`src/cfa_pkg.sv`:
```
`default_nettype none
// ---------------------------------------------------------------------------
// cfa_pkg: shared types and constants
// Item, configuration and sequencer types, plus fixed-point constants.
// ---------------------------------------------------------------------------
package cfa_pkg;

    localparam int          QUEUE_DEPTH  = 2;
    localparam int          ATAN_LEN     = 24;
    localparam logic [16:0] Q16_ONE      = 17'd65536;
    localparam logic signed [31:0] DEG180_Q16 = 32'sd11796480;
    // 65536 / 1000000 reduces to 1024 / 15625 after taking out 2^6.
    localparam logic [14:0] DIV_CONST    = 15'd15625;
    localparam logic [12:0] DIV_BIAS     = 13'd7812;
    // Reciprocal of 15625 scaled by 2^41 and rounded up; it gives the exact
    // quotient for any dividend below 2^27.
    localparam logic [27:0] DIV_RECIP    = 28'd140737489;
    // Four 13-bit digits, each an estimate step then a remainder step.
    localparam int          DIV_STEPS    = 8;

    localparam logic [1:0]  REG_ALPHA    = 2'd0;
    localparam logic [1:0]  REG_SENS     = 2'd1;
    localparam logic [1:0]  REG_DT       = 2'd2;

    localparam logic [16:0] ALPHA_RESET  = 17'd64225;
    localparam logic [9:0]  SENS_RESET   = 10'd70;
    localparam logic [9:0]  DT_RESET     = 10'd10;

    typedef struct packed {
        logic               action;
        logic signed [15:0] accel_x;
        logic signed [15:0] accel_y;
        logic signed [15:0] accel_z;
        logic signed [15:0] gyro_x;
        logic signed [15:0] gyro_y;
        logic signed [15:0] gyro_z;
        logic        [15:0] dt;
    } t_item;

    typedef struct packed {
        logic [16:0] alpha;
        logic [9:0]  sens;
        logic [9:0]  default_dt;
    } t_cfg;

    typedef enum logic [3:0] {
        S_IDLE,
        S_GMUL,
        S_SQY,
        S_SQZ,
        S_SQRT,
        S_CR_INIT,
        S_CR_RUN,
        S_CP_INIT,
        S_CP_RUN,
        S_WAIT_DIV,
        S_GADD,
        S_BL_G,
        S_BL_A,
        S_BL_R,
        S_DONE
    } t_state;

    function automatic logic signed [31:0] atan_deg(input logic [4:0] idx);
        logic signed [31:0] v;
        unique case (idx)
            5'd0:  v = 32'sd2949120;
            5'd1:  v = 32'sd1740967;
            5'd2:  v = 32'sd919879;
            5'd3:  v = 32'sd466945;
            5'd4:  v = 32'sd234379;
            5'd5:  v = 32'sd117304;
            5'd6:  v = 32'sd58666;
            5'd7:  v = 32'sd29335;
            5'd8:  v = 32'sd14668;
            5'd9:  v = 32'sd7334;
            5'd10: v = 32'sd3667;
            5'd11: v = 32'sd1833;
            5'd12: v = 32'sd917;
            5'd13: v = 32'sd458;
            5'd14: v = 32'sd229;
            5'd15: v = 32'sd115;
            5'd16: v = 32'sd57;
            5'd17: v = 32'sd29;
            5'd18: v = 32'sd14;
            5'd19: v = 32'sd7;
            5'd20: v = 32'sd4;
            5'd21: v = 32'sd2;
            5'd22: v = 32'sd1;
            default: v = 32'sd0;
        endcase
        return v;
    endfunction

    function automatic logic signed [31:0] sat32(input logic signed [49:0] v);
        logic signed [31:0] r;
        if (v > 50'sd2147483647) begin
            r = 32'sh7FFFFFFF;
        end else if (v < -50'sd2147483648) begin
            r = 32'sh80000000;
        end else begin
            r = v[31:0];
        end
        return r;
    endfunction

endpackage
`default_nettype wire

```
`src/cfa_front.sv`:
```
`default_nettype none
// ---------------------------------------------------------------------------
// cfa_front: item intake and configuration
// Holds the configuration registers and the stored timestamp, works out dt
// for each accepted item and pushes the item into the queue.
// ---------------------------------------------------------------------------
module cfa_front (
    input  wire logic               i_clk,
    input  wire logic               i_rst_n,
    input  wire logic               i_in_valid,
    output logic                    o_in_ready,
    input  wire logic               i_action,
    input  wire logic signed [15:0] i_accel_x,
    input  wire logic signed [15:0] i_accel_y,
    input  wire logic signed [15:0] i_accel_z,
    input  wire logic signed [15:0] i_gyro_x,
    input  wire logic signed [15:0] i_gyro_y,
    input  wire logic signed [15:0] i_gyro_z,
    input  wire logic        [31:0] i_time_ms,
    input  wire logic               i_cfg_valid,
    output logic                    o_cfg_ready,
    input  wire logic        [1:0]  i_cfg_index,
    input  wire logic        [16:0] i_cfg_data,
    input  wire logic               i_q_full,
    output logic                    o_push,
    output cfa_pkg::t_item          o_item,
    output cfa_pkg::t_cfg           o_cfg
);
    import cfa_pkg::*;

    logic [31:0] r_last_time;
    t_cfg        r_cfg;
    logic [31:0] diff;
    logic [15:0] dt;

    assign o_in_ready  = !i_q_full;
    assign o_cfg_ready = 1'b1;
    assign o_push      = i_in_valid && !i_q_full;
    assign o_cfg       = r_cfg;

    always_comb begin
        diff = i_time_ms - r_last_time;
        if (r_last_time == 32'd0) begin
            dt = 16'(r_cfg.default_dt);
        end else if (diff > 32'd65535) begin
            dt = 16'hFFFF;
        end else begin
            dt = diff[15:0];
        end
        o_item.action  = i_action;
        o_item.accel_x = i_accel_x;
        o_item.accel_y = i_accel_y;
        o_item.accel_z = i_accel_z;
        o_item.gyro_x  = i_gyro_x;
        o_item.gyro_y  = i_gyro_y;
        o_item.gyro_z  = i_gyro_z;
        o_item.dt      = dt;
    end

    always_ff @(posedge i_clk) begin
        if (!i_rst_n) begin
            r_last_time <= 32'd0;
        end else if (o_push) begin
            r_last_time <= i_action ? 32'd0 : i_time_ms;
        end
    end

    always_ff @(posedge i_clk) begin
        if (!i_rst_n) begin
            r_cfg.alpha      <= ALPHA_RESET;
            r_cfg.sens       <= SENS_RESET;
            r_cfg.default_dt <= DT_RESET;
        end else if (i_cfg_valid) begin
            priority case (i_cfg_index)
                REG_ALPHA: r_cfg.alpha      <= i_cfg_data;
                REG_SENS:  r_cfg.sens       <= i_cfg_data[9:0];
                REG_DT:    r_cfg.default_dt <= i_cfg_data[9:0];
                default: ;
            endcase
        end
    end

endmodule
`default_nettype wire

```
`config.mk`:
```
export PLATFORM = sky130hd
export DESIGN_NAME = cfa_front
export DESIGN_NICKNAME = d
export VERILOG_FILES = /design/src/cfa_pkg.sv /design/src/cfa_front.sv
export SDC_FILE = /design/constraint.sdc
export NUM_CORES = 1
export LEC_CHECK = 0
export BUFFER_PORTS_ARGS = -buffer_cell sky130_fd_sc_hd__buf_2
export CAP_MARGIN = 20
export CORE_AREA = 2 2 119 121
export DETAILED_ROUTE_END_ITERATION = 16
export DIE_AREA = 0 0 121 123
export PLACE_DENSITY = 0.8
export SYNTH_ARGS = -nofsm -noshare
export SYNTH_HDL_FRONTEND = slang
export SYNTH_SLANG_ARGS = --single-unit
```
`constraint.sdc`:
```
create_clock -name i_clk -period 6.8 [get_ports i_clk]
set_clock_uncertainty 0.15 [all_clocks]
set_input_delay 1.36 -clock i_clk [delete_from_list [all_inputs] [get_ports i_clk]]
set_output_delay 1.36 -clock i_clk [all_outputs]
set_load 0.01 [all_outputs]
```
==> summary.txt <==
Worst hold path
  – Worst min-delay path category: flop to flop

Clocking
  – Worst-Skew Late Latency: 0.34 ns
  – Clock tree buffer depth: 2
  – Cts hold-fix bufs: 0
  – Root Driver: clkbuf_16
  – Post-CTS Resized: 0
  – Post-CTS Setup Bufs: 0
  – H-tree Lvls: 3
  – CTS tree: built
  – Number of clock sinks: 69
  – CTS Buf Count: 9
  – Clk pin slew, worst setup/hold paths: 0.06 ns

Die
  – Die area: 14900 sq um
  – Rows: 43
  – Ports: 306
  – Starting Density: 0.417
  – Die X-Extent: 121 um
  – Core area: 13600 sq um
  – Chip height: 123 um

STA
  – RSZ-0062 raised after global routing: no
  – Worst-Margin Slew: 1.09 ns
  – Peak Freq: 160 MHz
  – Setup tns final: 0 ns
  – Worst rel slew slack: 0.271
  – Final worst path period need: 6.24 ns
  – Final cycle utilization of the critical path: 0.917
  – Final hold violations: 0
  – Final setup fails: 0
  – Final worst slack: 0.563 ns
  – Slew Viols, Final: 0

Logic synthesis
  – Mapped Nets: 937
  – Dominant cells by area after synthesis: dfxtp_1, buf_4, nand2_1
  – Synth area leader: dfxtp_1
  – Main synth FF type: dfxtp_1
  – Post-Synthesis Cells: 752
  – Compound-Gate Fraction of Synth Area: 0.213
  – Netlist Area Pre-Place: 5670 sq um
  – Ys async rst share: 0
  – Multiplexer share of the synthesized area: 0.0194
  – Xor and xnor area share after synthesis: 0.0371
  – Sequential element share of the synthesized area: 0.244
  – Synth warn: 0
  – Most frequent cell after synthesis: nand2_1
  – Syn Area/Cell: 7.54 sq um
  – Share of Yosys cell area claimed by the top area cell type: 0.244
  – Post-synthesis simple-gate area fraction: 0.235
  – Post-synthesis cell type count: 55
  – #FFs+latches synth: 69
  – EDFF count, synth: 0
  – Adder-Cell Fraction of Synth Area: 0.0719
  – Largest family of logic cells by synthesized area: simple AND/OR/NAND/NOR gates
  – Top cells by instance count after synthesis: nand2_1, buf_4, dfxtp_1

Power
  – Worst vdd ir: 0.112 mV
  – Design Power: 1.21 mW
  – Leak: 2.45 nW
  – Pwr/cell area: 204 nW/um^2

Detailed routing
  – Pre-antenna DRT Iters: 6
  – DRC viols: 0
  – Wirelength, routed: 15800 um
  – Vias per cell: 5.46
  – Initial DRC count: 346
  – Routed Antenna Nets: 0
  – Routed WL per cell: 16.9 um
  – Via Count: 5110

Place
  – DP HPWL: 12400 um
  – Port Buf Inserts: 112
  – Final Wtd Congestion: 0.937
  – Place WS: 0.554 ns
  – Placed Cells: 919

Critical path
  – Worst setup SP type: input port
  – Required time of the worst setup path: 5.29 ns
  – Crit end category: output port
  – Crit path DAT: 4.73 ns
  – CP Max Fanout: 15
  – Setup CP Type: input port to output port

Final layout
  – Fin util: 0.436
  – Area delta synth->final: 4.74%
  – NumNets Final: 936
  – Proportion of layout cells with a drive suffix above 1: 0.193
  – Finished Layout Cells: 936
  – # diodes: 0

GRT
  – GRT Overall Usage: 0.206
  – Largest net degree at the start of global routing: 70
  – Grt ovf: 0
  – Global-route wire length before repair: 24100 um
  – Vias in the first global route: 4746
  – Antenna violations before repair: 0

Flow run
  – Max cap viols: 0

Outcome
  – Outcome: finished clean
[routing by layer]
metal | vias up | global-route usage | part of all wire | routed length (um)
met2 | 219 | 0.353 | 0.47 | 7360
met4 | 0 | 0.114 | 0.041 | 647
met3 | 44 | 0.0554 | 0.079 | 1250
li1 | 2500 | - | - | -
met1 | 2347 | 0.234 | 0.42 | 6570
met5 | - | 0 | 0 | 0
[critical path: stages]
cell and delay (ns):
buf_2 0.07, inv_1 0.04, ha_1 0.21, fa_1 0.38, nand2b_1 0.19, a21oi_1 0.23
o21ai_1 0.17, a2111o_1 0.48, nand2_1 0.15, xor2_1 0.08, or4_4 0.50, nor4_4 0.29
buf_4 0.26, a31oi_1 0.11, buf_2 0.19
[layout by cell type, fill, tap and decap left out, types with 17 or more instances in the layout]
cell	netlist	layout
dfxtp_1	69	69
nor2_1	36	36
a21o_1	17	17
inv_1	40	40
a21boi_0	49	49
o21ai_0	18	18
nand3b_1	32	32
a21oi_1	34	34
nand2_1	119	119
a31oi_1	18	18
buf_2	1	112
nand3_1	17	17
ha_1	31	31
[through the flow]
stage / instance area, sq um / hold WS, ns
after CTS: 5920 / 0.318
after global routing: 5940 / 0.340
after global placement: 5630 / 0.295
after floorplan: 5670 / 0.304
after detailed placement: 5630 / 0.303
final: 5940 / 0.311
[worst paths after layout]
path | slack [ns] | endpoint | from | cells after the start
max reg2reg | 5.95 | o_cfg[6]$_SDFFE_PN0P_ | o_cfg[6]$_SDFFE_PN0P_ | 2
min reg2reg | 0.31 | o_cfg[23]$_SDFFE_PN0P_ | o_cfg[23]$_SDFFE_PN0P_ | 2
min | 0.31 | o_cfg[23]$_SDFFE_PN0P_ | o_cfg[23]$_SDFFE_PN0P_ | 2
max | 0.56 | o_item[14] | i_time_ms[0] | 15
[registers in the layout (all words and copies together), names as in the netlist]
register and count:
o_cfg 37, r_last_time 32
[cells by family (layout without fill, tap and decap cells)]
kind of cell    count (synthesis)  count (layout)
compound gates                176             176
xor+xnor                       24              24
fa+ha+maj                      32              32
buf+inv                       170             174
flops                          69              69
mux                            11              11
other cells                     1               1
simple gates                  269             269
[layout make-up]
class                   count  area [sq um]
clock buffers              11           243
clock inverters             5          42.5
fillers                  1367          7670
inverters                  40           150
multi-input cells         513          3280
flip-flops and latches     69          1380
well taps                 180           225
repair buffers            118           618
[power by group]
group,switching (mW),internal [mW]
Clock,0.198,0.261
Combinational,0.196,0.128
Sequential,0.00947,0.419
Total,0.403,0.807
No activity file was read; power rests on OpenSTA's default activity.
