[src/cfa_pkg.sv]
`default_nettype none
// ---------------------------------------------------------------------------
// cfa_pkg: shared types and constants
// Item, configuration and sequencer types, plus fixed-point constants.
// ---------------------------------------------------------------------------
package cfa_pkg;

    localparam int          QUEUE_DEPTH  = 2;
    localparam int          ATAN_LEN     = 24;
    localparam logic [16:0] Q16_ONE      = 17'd65536;
    localparam logic signed [31:0] DEG180_Q16 = 32'sd11796480;
    // 65536 / 1000000 reduces to 1024 / 15625 after taking out 2^6.
    localparam logic [14:0] DIV_CONST    = 15'd15625;
    localparam logic [12:0] DIV_BIAS     = 13'd7812;
    // Reciprocal of 15625 scaled by 2^41 and rounded up; it gives the exact
    // quotient for any dividend below 2^27.
    localparam logic [27:0] DIV_RECIP    = 28'd140737489;
    // Four 13-bit digits, each an estimate step then a remainder step.
    localparam int          DIV_STEPS    = 8;

    localparam logic [1:0]  REG_ALPHA    = 2'd0;
    localparam logic [1:0]  REG_SENS     = 2'd1;
    localparam logic [1:0]  REG_DT       = 2'd2;

    localparam logic [16:0] ALPHA_RESET  = 17'd64225;
    localparam logic [9:0]  SENS_RESET   = 10'd70;
    localparam logic [9:0]  DT_RESET     = 10'd10;

    typedef struct packed {
        logic               action;
        logic signed [15:0] accel_x;
        logic signed [15:0] accel_y;
        logic signed [15:0] accel_z;
        logic signed [15:0] gyro_x;
        logic signed [15:0] gyro_y;
        logic signed [15:0] gyro_z;
        logic        [15:0] dt;
    } t_item;

    typedef struct packed {
        logic [16:0] alpha;
        logic [9:0]  sens;
        logic [9:0]  default_dt;
    } t_cfg;

    typedef enum logic [3:0] {
        S_IDLE,
        S_GMUL,
        S_SQY,
        S_SQZ,
        S_SQRT,
        S_CR_INIT,
        S_CR_RUN,
        S_CP_INIT,
        S_CP_RUN,
        S_WAIT_DIV,
        S_GADD,
        S_BL_G,
        S_BL_A,
        S_BL_R,
        S_DONE
    } t_state;

    function automatic logic signed [31:0] atan_deg(input logic [4:0] idx);
        logic signed [31:0] v;
        unique case (idx)
            5'd0:  v = 32'sd2949120;
            5'd1:  v = 32'sd1740967;
            5'd2:  v = 32'sd919879;
            5'd3:  v = 32'sd466945;
            5'd4:  v = 32'sd234379;
            5'd5:  v = 32'sd117304;
            5'd6:  v = 32'sd58666;
            5'd7:  v = 32'sd29335;
            5'd8:  v = 32'sd14668;
            5'd9:  v = 32'sd7334;
            5'd10: v = 32'sd3667;
            5'd11: v = 32'sd1833;
            5'd12: v = 32'sd917;
            5'd13: v = 32'sd458;
            5'd14: v = 32'sd229;
            5'd15: v = 32'sd115;
            5'd16: v = 32'sd57;
            5'd17: v = 32'sd29;
            5'd18: v = 32'sd14;
            5'd19: v = 32'sd7;
            5'd20: v = 32'sd4;
            5'd21: v = 32'sd2;
            5'd22: v = 32'sd1;
            default: v = 32'sd0;
        endcase
        return v;
    endfunction

    function automatic logic signed [31:0] sat32(input logic signed [49:0] v);
        logic signed [31:0] r;
        if (v > 50'sd2147483647) begin
            r = 32'sh7FFFFFFF;
        end else if (v < -50'sd2147483648) begin
            r = 32'sh80000000;
        end else begin
            r = v[31:0];
        end
        return r;
    endfunction

endpackage
`default_nettype wire

[src/cfa_queue.sv]
`default_nettype none
// ---------------------------------------------------------------------------
// cfa_queue: item queue
// A short first-in first-out store between intake and the sequencer.
// ---------------------------------------------------------------------------
module cfa_queue (
    input  wire logic      i_clk,
    input  wire logic      i_rst_n,
    input  wire logic      i_push,
    input  cfa_pkg::t_item i_item,
    input  wire logic      i_pop,
    output logic           o_full,
    output logic           o_valid,
    output cfa_pkg::t_item o_item
);
    import cfa_pkg::*;

    localparam int PW = (QUEUE_DEPTH > 1) ? $clog2(QUEUE_DEPTH) : 1;
    localparam int CW = $clog2(QUEUE_DEPTH + 1);

    t_item         r_mem [QUEUE_DEPTH];
    logic [PW-1:0] r_wptr;
    logic [PW-1:0] r_rptr;
    logic [CW-1:0] r_count;

    assign o_full  = (r_count == CW'(QUEUE_DEPTH));
    assign o_valid = (r_count != '0);
    assign o_item  = r_mem[r_rptr];

    always_ff @(posedge i_clk) begin
        if (i_push) begin
            r_mem[r_wptr] <= i_item;
        end
    end

    always_ff @(posedge i_clk) begin
        if (!i_rst_n) begin
            r_wptr  <= '0;
            r_rptr  <= '0;
            r_count <= '0;
        end else begin
            if (i_push) begin
                r_wptr <= (r_wptr == PW'(QUEUE_DEPTH - 1)) ? '0 : r_wptr + 1'b1;
            end
            if (i_pop) begin
                r_rptr <= (r_rptr == PW'(QUEUE_DEPTH - 1)) ? '0 : r_rptr + 1'b1;
            end
            if (i_push && !i_pop) begin
                r_count <= r_count + 1'b1;
            end else if (i_pop && !i_push) begin
                r_count <= r_count - 1'b1;
            end
        end
    end

endmodule
`default_nettype wire

[config.mk]
export PLATFORM = sky130hd
export DESIGN_NAME = cfa_queue
export DESIGN_NICKNAME = d
export VERILOG_FILES = /design/src/cfa_pkg.sv /design/src/cfa_queue.sv
export SDC_FILE = /design/constraint.sdc
export NUM_CORES = 1
export LEC_CHECK = 0
export BUFFER_PORTS_ARGS = -buffer_cell sky130_fd_sc_hd__buf_2
export CAP_MARGIN = 20
export CORE_MARGIN = 5
export CORE_UTILIZATION = 56
export DETAILED_ROUTE_END_ITERATION = 8
export PLACE_DENSITY = 0.91
export SYNTH_ARGS = -nofsm -noshare
export SYNTH_HDL_FRONTEND = slang
export SYNTH_SLANG_ARGS = --single-unit
[constraint.sdc]
create_clock -name i_clk -period 14.51 [get_ports i_clk]
set_input_delay 0.7255 -clock i_clk [delete_from_list [all_inputs] [get_ports i_clk]]
set_output_delay 0.7255 -clock i_clk [all_outputs]
set_load 0.005 [all_outputs]
==> flow_summary_export.csv, run 1 <==
group,metric,value,unit
run_status,outcome,"finished, final reports clean",
grt,grt_use_total,17.8,%
worst_hold_path,hold_path_class,"input pin to flop",
finish,drive_gt1_share,59.7,%
sta,finClkSkew,0.00850,ns
route,wl_met1,6140,µm
synthesis,ys_types,19,
clock_network,post_cts_resized,0,
sta,setup_viol,0,
route,wl_met3,1390,µm
synthesis,synthMuxAreaShare,17.7,%
route,vias_per_cell,5.24,
synthesis,ys.flop_type,"edfxtp_1",
sta,slew_headroom,25.6,%
route,dr.first_iter.drc_count,206,
route,met2WireLength,8590,µm
synthesis,synth_xor_area_share,0.303,%
synthesis,synth_fa_ha_area_share,0.144,%
clock_network,numCtsBuffers,22,
clock_network,cts_tree,"yes",
power,power,1.44,mW
synthesis,syn_nets,492,
placed_design,port-buffer-count,231,
route,postRouteWirelength,16500,µm
grt,grt_pass1_wl,25500,µm
grt,grt_pass1_vias,4920,
sta,rsz0062_at_grt,"no",
critical_path,required,13.78,ns
sta,finalMaxSlewViolations,0,
synthesis,syn_inst,374,
route,top_layer,"met5",
placed_design,place_congestion,0.740,
route,antenna_left,0,
critical_path,r2r_start,"r_wptr",
floorplanning,die_h,134,µm
placed_design,dpl-instance-area,9980,µm²
critical_path,endpoint_kind,"output port",
route,num_vias,4295,
critical_path,path_class,"flop to output port",
synthesis,synth_top_family_by_area,"multiplexers",
synthesis,yosysTopAreaCellShare,78.3,%
synthesis,yosysSeqAreaShare,79.5,%
clock_network,clockBufferDepth,3,
synthesis,netlist_area,8670,µm²
route,drc,0,
grt,overflow,0,
route,dr.pass1.iters,4,
finish,diodes,0,
synthesis,synth-compound-area-share,0.231,%
clock_network,postCtsSetupBuffers,0,
synthesis,yosys.area_share.simple,0.664,%
clock_network,clk_latency,0.49,ns
flow_run,drv_cap,0,
synthesis,ys_ff_latch,231,
critical_path,crit_arrival,2.88,ns
sta,fin_crit_sh,24.8,%
sta,fin_crit,3.60,ns
critical_path,worstPathMaxFanout,67,
floorplanning,rows,45,
floorplanning,dieArea,18100,µm²
sta,final_hold_viol_count,0,
power,p_leak,4.15,nW
critical_path,rrSetupSlack,12.26,ns
sta,setup_tns,0,ns
synthesis,synth_edf_count,226,
clock_network,ctsHoldBuffers,0,
floorplanning,floorplan.initialDensity,57.0,%
finish,fin_nets,738,
synthesis,yosys_warnings,0,
finish,postLayoutCellArea,10600,µm²
clock_network,h-tree-depth,1,
worst_hold_path,min_path_cells,1,
synthesis,yosysTopAreaCell,"edfxtp_1",
clock_network,root_buffer,"clkbuf_16",
finish,area_delta_synth_final,22.3,%
critical_path,r2r-end,"r_mem[1][32]",
finish,n_fill_cell,954,
power,peakVddDrop,0.106,mV
floorplanning,ios,232,
synthesis,yosys-top-cells-area,"edfxtp_1 78%, mux2_4 12%, mux2_2 5.6%",
sta,tightest_slew,1.12,ns
clock_network,cts.sink_count,231,
grt,antenna_found_initial,1,
worst_hold_path,whs_endpoint,"r_mem[0][94]",
route,wl_per_cell,20.1,µm
power,power_density,135,nW/µm²
placed_design,hpwl,11300,µm
critical_path,r2r_cells,2,
clock_network,path_clk_slew,0.06,ns
synthesis,postSynthAreaPerCell,23.2,µm²
sta,max_freq,278,MHz
floorplanning,die_x,134,µm
grt,grt_max_degree,68,
floorplanning,coreArea,15200,µm²
critical_path,critPathLaunchType,"flop",
worst_hold_path,holdCritStartpoint,"i_item[94]",
synthesis,async_flop_share,0,%
==> per-layer routing <==
layer | global-route usage (%) | up-vias
met5 | 0 | -
met4 | 4.81 | 2
met3 | 5.10 | 35
met2 | 32.4 | 187
met1 | 20.8 | 2097
li1 | - | 1974
==> final cells by class <==
type	count	area [µm²]	share of cell area [%]
Timing Repair Buffer	235	1190	11.2
Clock inverter	10	40.0	0.378
Clock buffer	26	587	5.53
Inverter	1	3.75	0.0354
Sequential cell	231	6890	65.0
Multi-Input combinational cell	129	1660	15.7
Tap cell	188	235	2.22
==> registers in the layout (all words and copies together), names as in the netlist, named ones only <==
signal,cells
r_mem,226
r_count,2
r_rptr,1
r_wptr,1
==> critical path, stage by stage (launching register included) <==
cell and delay, ns:
dfxtp_4 0.84, buf_4 0.90, mux2_2 0.44, buf_2 0.13
==> power breakdown <==
part | switching, mW | internal [mW]
clock network | 0.219 | 0.285
registers | 0.0156 | 0.772
logic | 0.0634 | 0.0814
total | 0.298 | 1.14
==> cells in the final DEF, fill, tap and decap left out, types with 2 or more instances in the layout <==
| cell type | synthesis | final |
|---|---|---|
| and2_1 | 4 | 3 |
| buf_2 | 4 | 231 |
| buf_4 | 0 | 4 |
| clkbuf_1 | 0 | 3 |
| clkbuf_16 | 0 | 23 |
| clkinv_1 | 0 | 8 |
| clkinv_2 | 0 | 2 |
| dfxtp_1 | 5 | 4 |
| edfxtp_1 | 226 | 226 |
| mux2_2 | 43 | 43 |
| mux2_4 | 70 | 70 |
| xor2_1 | 2 | 2 |
==> stage by stage <==
step | std cells | util, % | hold slack [ns] | setup slack, ns
6_report | 820 | 69.8 | 0.424 | 10.91
2_1_floorplan | 374 | - | 0.469 | 8.25
3_3_place_gp | 784 | 65.6 | 0.480 | 11.43
4_1_cts | 820 | 69.8 | 0.407 | 10.82
5_1_grt | 820 | 69.8 | 0.400 | 10.74
3_5_place_dp | 784 | 65.6 | 0.546 | 11.36
==> Yosys cell counts, types with 2 or more instances <==
cell      count
xor2_1        2
and2_1        4
edfxtp_1    226
buf_2         4
buf_6         8
dfxtp_1       5
mux2_2       43
mux2_4       70
nor2b_1       2
==> worst max-delay path by stage <==
| stage | to | start | slack, ns | cells after the start |
|---|---|---|---|---|
| 4_1_cts | o_item[102] | flop | 10.82 | 3 |
| 3_5_place_dp | o_item[102] | flop | 11.36 | 3 |
| 3_3_place_gp | o_item[21] | flop | 11.43 | 3 |
| 6_report | o_item[102] | flop | 10.91 | 3 |
| 2_1_floorplan | r_mem[0][0] | i_push | 8.25 | 1 |
| 5_1_grt | o_item[12] | flop | 10.74 | 3 |
==> kinds of logic after synthesis <==
family / Yosys count
compound gates: 3
xor+xnor: 3
fa+ha+maj: 1
buf+inv: 14
mux: 113
flops: 231
simple gates: 9
Note: power is estimated with default switching activity, not from simulation.
==> run 2, diff against run 1 <==
--- a/config.mk
+++ b/config.mk
@@ -8,9 +8,9 @@
 export BUFFER_PORTS_ARGS = -buffer_cell sky130_fd_sc_hd__buf_2
 export CAP_MARGIN = 20
 export CORE_MARGIN = 5
-export CORE_UTILIZATION = 56
+export CORE_UTILIZATION = 47
 export DETAILED_ROUTE_END_ITERATION = 8
-export PLACE_DENSITY = 0.91
+export PLACE_DENSITY = 0.82
 export SYNTH_ARGS = -nofsm -noshare
 export SYNTH_HDL_FRONTEND = slang
 export SYNTH_SLANG_ARGS = --single-unit
==> constraint.sdc (replaced) <==
create_clock -name i_clk -period 3.1 [get_ports i_clk]
set_input_delay 0.155 -clock i_clk [delete_from_list [all_inputs] [get_ports i_clk]]
set_output_delay 0.155 -clock i_clk [all_outputs]
set_load 0.005 [all_outputs]
==> run 2 against run 1 <==
Net effect: critical path depth unchanged; cell area up 13%; total power rose to 5.0 times the previous value; combinational power rose to 5.8 times the previous value; global-route usage down 1.5 points; via count up 11%; first-iteration DRC count down 16%; die area up 18%; worst hold slack worse by 0.38 ns; non-clock buffer count up 114; wire length up 8.6%; critical path type unchanged.
==> flow_summary_export.csv, run 2 (synthesized netlist as in run 1, its figures left out) <==
group,metric,value,unit
run_status,outcome,"finished, final reports clean",
worst_hold_path,min_path_cells,3,
sta,rsz0062_at_grt,"no",
critical_path,critPathLaunchType,"flop",
clock_network,numCtsBuffers,23,
floorplanning,die_h,146,µm
critical_path,required,2.94,ns
power,p_sw_share,20.3,%
floorplanning,rows,49,
critical_path,worstPathMaxFanout,113,
power,p_comb_share,11.5,%
floorplanning,ios,232,
grt,antenna_found_initial,1,
floorplanning,floorplan.initialDensity,47.9,%
floorplanning,dieArea,21300,µm²
sta,tightest_slew,0.773,ns
grt,grt_max_degree,115,
route,drc,0,
clock_network,path_clk_slew,0.06,ns
sta,max_freq,454,MHz
route,num_vias,4770,
finish,area_delta_synth_final,38.1,%
route,wl_per_cell,18.2,µm
sta,finalMaxSlewViolations,0,
finish,n_fill_cell,1144,
placed_design,place_congestion,0.730,
sta,setup_tns,0,ns
critical_path,rrSetupSlack,1.40,ns
clock_network,clockBufferDepth,3,
finish,layout_commonest_cell,"buf_2",
power,power.internal,5.76,mW
route,dr.first_iter.drc_count,174,
critical_path,path_buf_inv,2,
clock_network,cts.sink_count,231,
clock_network,clk_latency,0.50,ns
power,power_density,604,nW/µm²
grt,overflow,0,
clock_network,cts_tree,"yes",
power,p_clk_share,37.9,%
worst_hold_path,hold_path_class,"input pin to flop",
critical_path,worst-path-stages,3,
route,vias_per_cell,4.86,
critical_path,cp_top_family,"buffers and inverters",
sta,fin_crit_sh,71.0,%
finish,final_cell_mix,"231 x buf_2, 226 x edfxtp_1, 114 x dlygate4sd3_1, 70 x mux2_4, 43 x mux2_2",
floorplanning,coreArea,18100,µm²
sta,fin_crit,2.20,ns
power,p_seq_share,50.6,%
grt,grt_pass1_wl,28400,µm
critical_path,slowest_delay,0.55,ns
finish,reg_top3,"r_mem (226), r_count (2)",
finish,postLayoutCellArea,12000,µm²
critical_path,crit_path_top_delay_cell,"buf_12",
placed_design,port-buffer-count,231,
critical_path,cp_cell_sequence,"buf_12 -> mux2_2 -> buf_2",
sta,final_hold_viol_count,0,
sta,hold-worst-slack,0.0394,ns
clock_network,h-tree-depth,1,
floorplanning,die_x,146,µm
route,antenna_left,0,
finish,drive_gt1_share,51.3,%
finish,fin_nets,853,
finish,top_register,"r_mem",
grt,grt_pass1_vias,5421,
critical_path,r2r_cells,2,
clock_network,post_cts_resized,0,
grt,grt_use_total,16.4,%
finish,largest_register_ffs,226,
power,power_switching,1.47,mW
route,dr.pass1.iters,4,
power,peakVddDrop,0.452,mV
critical_path,path_class,"flop to output port",
critical_path,crit_arrival,2.05,ns
power,power,7.23,mW
sta,setup_viol,0,
placed_design,hpwl,10500,µm
sta,slew_headroom,48.5,%
clock_network,root_buffer,"clkbuf_16",
critical_path,endpoint_kind,"output port",
route,postRouteWirelength,17900,µm
flow_run,drv_cap,0,
power,p_leak,4.70,nW
placed_design,dpl-instance-area,10100,µm²
sta,finClkSkew,0.0130,ns
finish,utilization,66.2,%
==> run 2: cell types whose count changed in the layout (fill, tap and decap cells not counted), moves of 2 or more <==
cell           change
clkinv_2           +2
bufinv_16          +3
clkbuf_8           +2
buf_4              -3
clkbuf_1           +3
buf_12             +3
dlygate4sd3_1    +114
clkinv_1           -6
==> run 2: worst reg2reg max path: stages, from the launching register on <==
cell and delay, ns:
dfxtp_1 0.38, and2_4 0.54, buf_4 0.45
==> run 2: worst paths after layout <==
kind	from	end
worst max-delay path	flop	o_item[92]
worst min-delay path	i_push	r_wptr
worst max register to register	r_wptr	r_mem[1][105]
worst min register to register	r_count[1]	r_count[1]
==> run 2: power by group through the flow <==
stage,combinational (mW),clock (mW),sequential (mW)
global route,0.898,2.96,3.67
floorplan,0.418,0,3.71
detailed placement,0.716,0,3.72
CTS,0.833,2.81,3.66
global placement,0.697,0,3.71
finish,0.834,2.74,3.66
==> run 2: routing by layer <==
metal / wire [µm] / up-vias / share of wire [%] / track usage (%)
met5: 0 / - / 0 / 0
met4: 516 / 0 / 2.9 / 5.41
met3: 1280 / 45 / 7.1 / 4.45
met2: 9450 / 207 / 53 / 29.8
met1: 6650 / 2316 / 37 / 18.7
li1: - / 2202 / - / -
==> run 2: stage by stage <==
stage          instances  setup WS [ns]
3_5_place_dp         825           1.35
6_report             982          0.898
2_1_floorplan        374          0.664
5_1_grt              982          0.815
4_1_cts              981          0.902
3_3_place_gp         825           1.42
==> run 2: layout make-up <==
cell class / count / area (µm²) / share of cell area [%]
diodes: 1 / 2.50 / 0.0209
clock buffers: 31 / 626 / 5.23
clock inverters: 11 / 134 / 1.12
inverters: 1 / 3.75 / 0.0314
multi-input cells: 129 / 1660 / 13.9
flip-flops and latches: 231 / 6890 / 57.6
well taps: 229 / 287 / 2.39
repair buffers: 349 / 2360 / 19.8
==> run 2: repair_timing <==
| action | 4_1_cts | 5_1_grt |
|---|---|---|
| buffers inserted | 0 | 0 |
| hold buffers | 114 | 0 |
| endpoints found under the setup margin | 0 | 0 |
| endpoints found under the hold margin | 231 | 0 |
==> run 3, diff against run 2 <==
==> constraint.sdc (replaced) <==
create_clock -name i_clk -period 1.86 [get_ports i_clk]
set_input_delay 0.093 -clock i_clk [delete_from_list [all_inputs] [get_ports i_clk]]
set_output_delay 0.093 -clock i_clk [all_outputs]
set_load 0.005 [all_outputs]
==> run 3 against run 2 <==
Net effect: flip-flop and latch count unchanged; combinational power is 83% higher; register-to-register slack worse by 1.1 ns; critical path depth unchanged; die area is the same; non-clock buffer count rose by 5.
==> flow_summary_export.csv, run 3 (synthesized netlist as in run 1, its figures left out) <==
group,metric,value,unit
worst_hold_path,whs_endpoint,"r_count[1]",
floorplanning,dieArea,21300,µm²
clock_network,root_buffer,"clkbuf_16",
sta,setup_tns,0,ns
route,antenna_left,0,
clock_network,clockBufferDepth,3,
grt,grt_pass1_vias,5424,
floorplanning,die_h,146,µm
power,p_leak,4.86,nW
critical_path,r2r-end,"r_wptr",
finish,top_register,"r_mem",
sta,rsz0062_at_grt,"yes",
placed_design,hpwl,10600,µm
sta,slew_headroom,64.6,%
placed_design,place_congestion,0.713,
sta,tightest_slew,0.531,ns
clock_network,numCtsBuffers,24,
floorplanning,coreArea,18100,µm²
route,postRouteWirelength,18900,µm
finish,fin_nets,859,
sta,max_freq,552,MHz
critical_path,r2r_start,"r_wptr",
critical_path,rrSetupSlack,0.26,ns
finish,diodes,0,
critical_path,path_class,"flop to output port",
floorplanning,floorplan.initialDensity,47.9,%
placed_design,port-buffer-count,231,
critical_path,crit_arrival,1.72,ns
sta,setup_viol,0,
finish,final_cell_mix,"226 x edfxtp_1, 199 x buf_2, 116 x dlygate4sd3_1, 76 x mux2_4, 37 x mux2_2",
route,dr.pass1.iters,4,
critical_path,cp_cell_sequence,"buf_16 -> mux2_4 -> buf_2",
floorplanning,ios,232,
route,dr.first_iter.drc_count,185,
worst_hold_path,min_path_cells,4,
placed_design,dp_slack,0.438,ns
clock_network,path_clk_slew,0.06,ns
sta,fin_crit,1.81,ns
grt,antenna_found_initial,0,
grt,grt_use_total,16.9,%
critical_path,required,1.77,ns
sta,finalMaxSlewViolations,0,
route,num_vias,4835,
grt,grt_pass1_wl,29000,µm
critical_path,endpoint_kind,"output port",
clock_network,clk_latency,0.50,ns
finish,reg_top3,"r_mem (226), r_count (2)",
finish,n_fill_cell,1115,
power,peakVddDrop,0.718,mV
clock_network,h-tree-depth,1,
sta,fin_ws,0.0477,ns
run_status,outcome,"finished, final reports clean",
critical_path,critPathLaunchType,"flop",
clock_network,cts.sink_count,231,
critical_path,crit_path_top_delay_cell,"dfxtp_4",
finish,postLayoutCellArea,12300,µm²
sta,hold-worst-slack,0.114,ns
critical_path,slowest_delay,0.43,ns
route,drc,0,
finish,layout_commonest_cell,"edfxtp_1",
placed_design,dpl-instance-area,10100,µm²
power,power_density,1010,nW/µm²
sta,finClkSkew,0.0219,ns
floorplanning,rows,49,
floorplanning,die_x,146,µm
sta,final_hold_viol_count,0,
finish,largest_register_ffs,226,
worst_hold_path,hold_path_class,"input pin to flop",
finish,drive_gt1_share,51.3,%
finish,area_delta_synth_final,42.3,%
grt,grt_max_degree,76,
clock_network,postCtsSetupBuffers,0,
critical_path,worstPathMaxFanout,39,
critical_path,r2r_cells,4,
grt,overflow,0,
route,vias_per_cell,4.90,
clock_network,cts_tree,"yes",
finish,utilization,68.2,%
worst_hold_path,holdCritStartpoint,"i_push",
sta,fin_crit_sh,97.4,%
route,wl_per_cell,19.2,µm
flow_run,drv_cap,0,
-- run 3: worst max path at each step --
stage / from / end / depth (start not counted)
6_report: flop / o_item[97] / 3
5_1_grt: flop / o_item[97] / 3
4_1_cts: flop / o_item[9] / 3
3_5_place_dp: flop / o_item[6] / 3
3_3_place_gp: flop / o_item[111] / 3
2_1_floorplan: r_wptr / r_mem[0][0] / 1
-- run 3: layer usage --
| layer | track usage (%) | routed length (µm) | vias up |
|---|---|---|---|
| li1 | - | - | 2222 |
| met1 | 19.7 | 7060 | 2363 |
| met2 | 30.1 | 10100 | 208 |
| met3 | 5.14 | 1320 | 42 |
| met4 | 4.80 | 480 | 0 |
| met5 | 0 | 0 | - |
-- run 3: stage by stage --
stage,std cells,total power [mW]
2_1_floorplan,374,6.88
3_3_place_gp,827,7.35
3_5_place_dp,827,7.40
4_1_cts,987,12.5
5_1_grt,987,13.0
6_report,987,12.5
-- run 3: layout make-up --
cell class	count	area (µm²)	share of cell area, %
Sequential cell	231	6890	55.9
Timing Repair Buffer	354	2660	21.5
Multi-Input combinational cell	129	1680	13.7
Clock buffer	29	641	5.19
Tap cell	229	287	2.32
Clock inverter	14	173	1.40
Inverter	1	3.75	0.0304
-- run 3: timing repair --
item / 4_1_cts / 5_1_grt
resized for setup: 6 / 35
setup endpoints to repair: 74 / 35
hold buffers: 116 / 0
endpoints found under the hold margin: 231 / 0
gates cloned: 1 / 0
-- run 3: worst max-delay path: cells and delay by family (launching register included) --
kind	cells	cell delay, ns
multiplexers	1	0.34
flip-flops	1	0.43
buffers and inverters	2	0.42
-- run 3: report_power, final --
group / internal, mW / switching (mW)
logic: 0.914 / 0.617
registers: 6.02 / 0.0822
clock network: 3.00 / 1.85
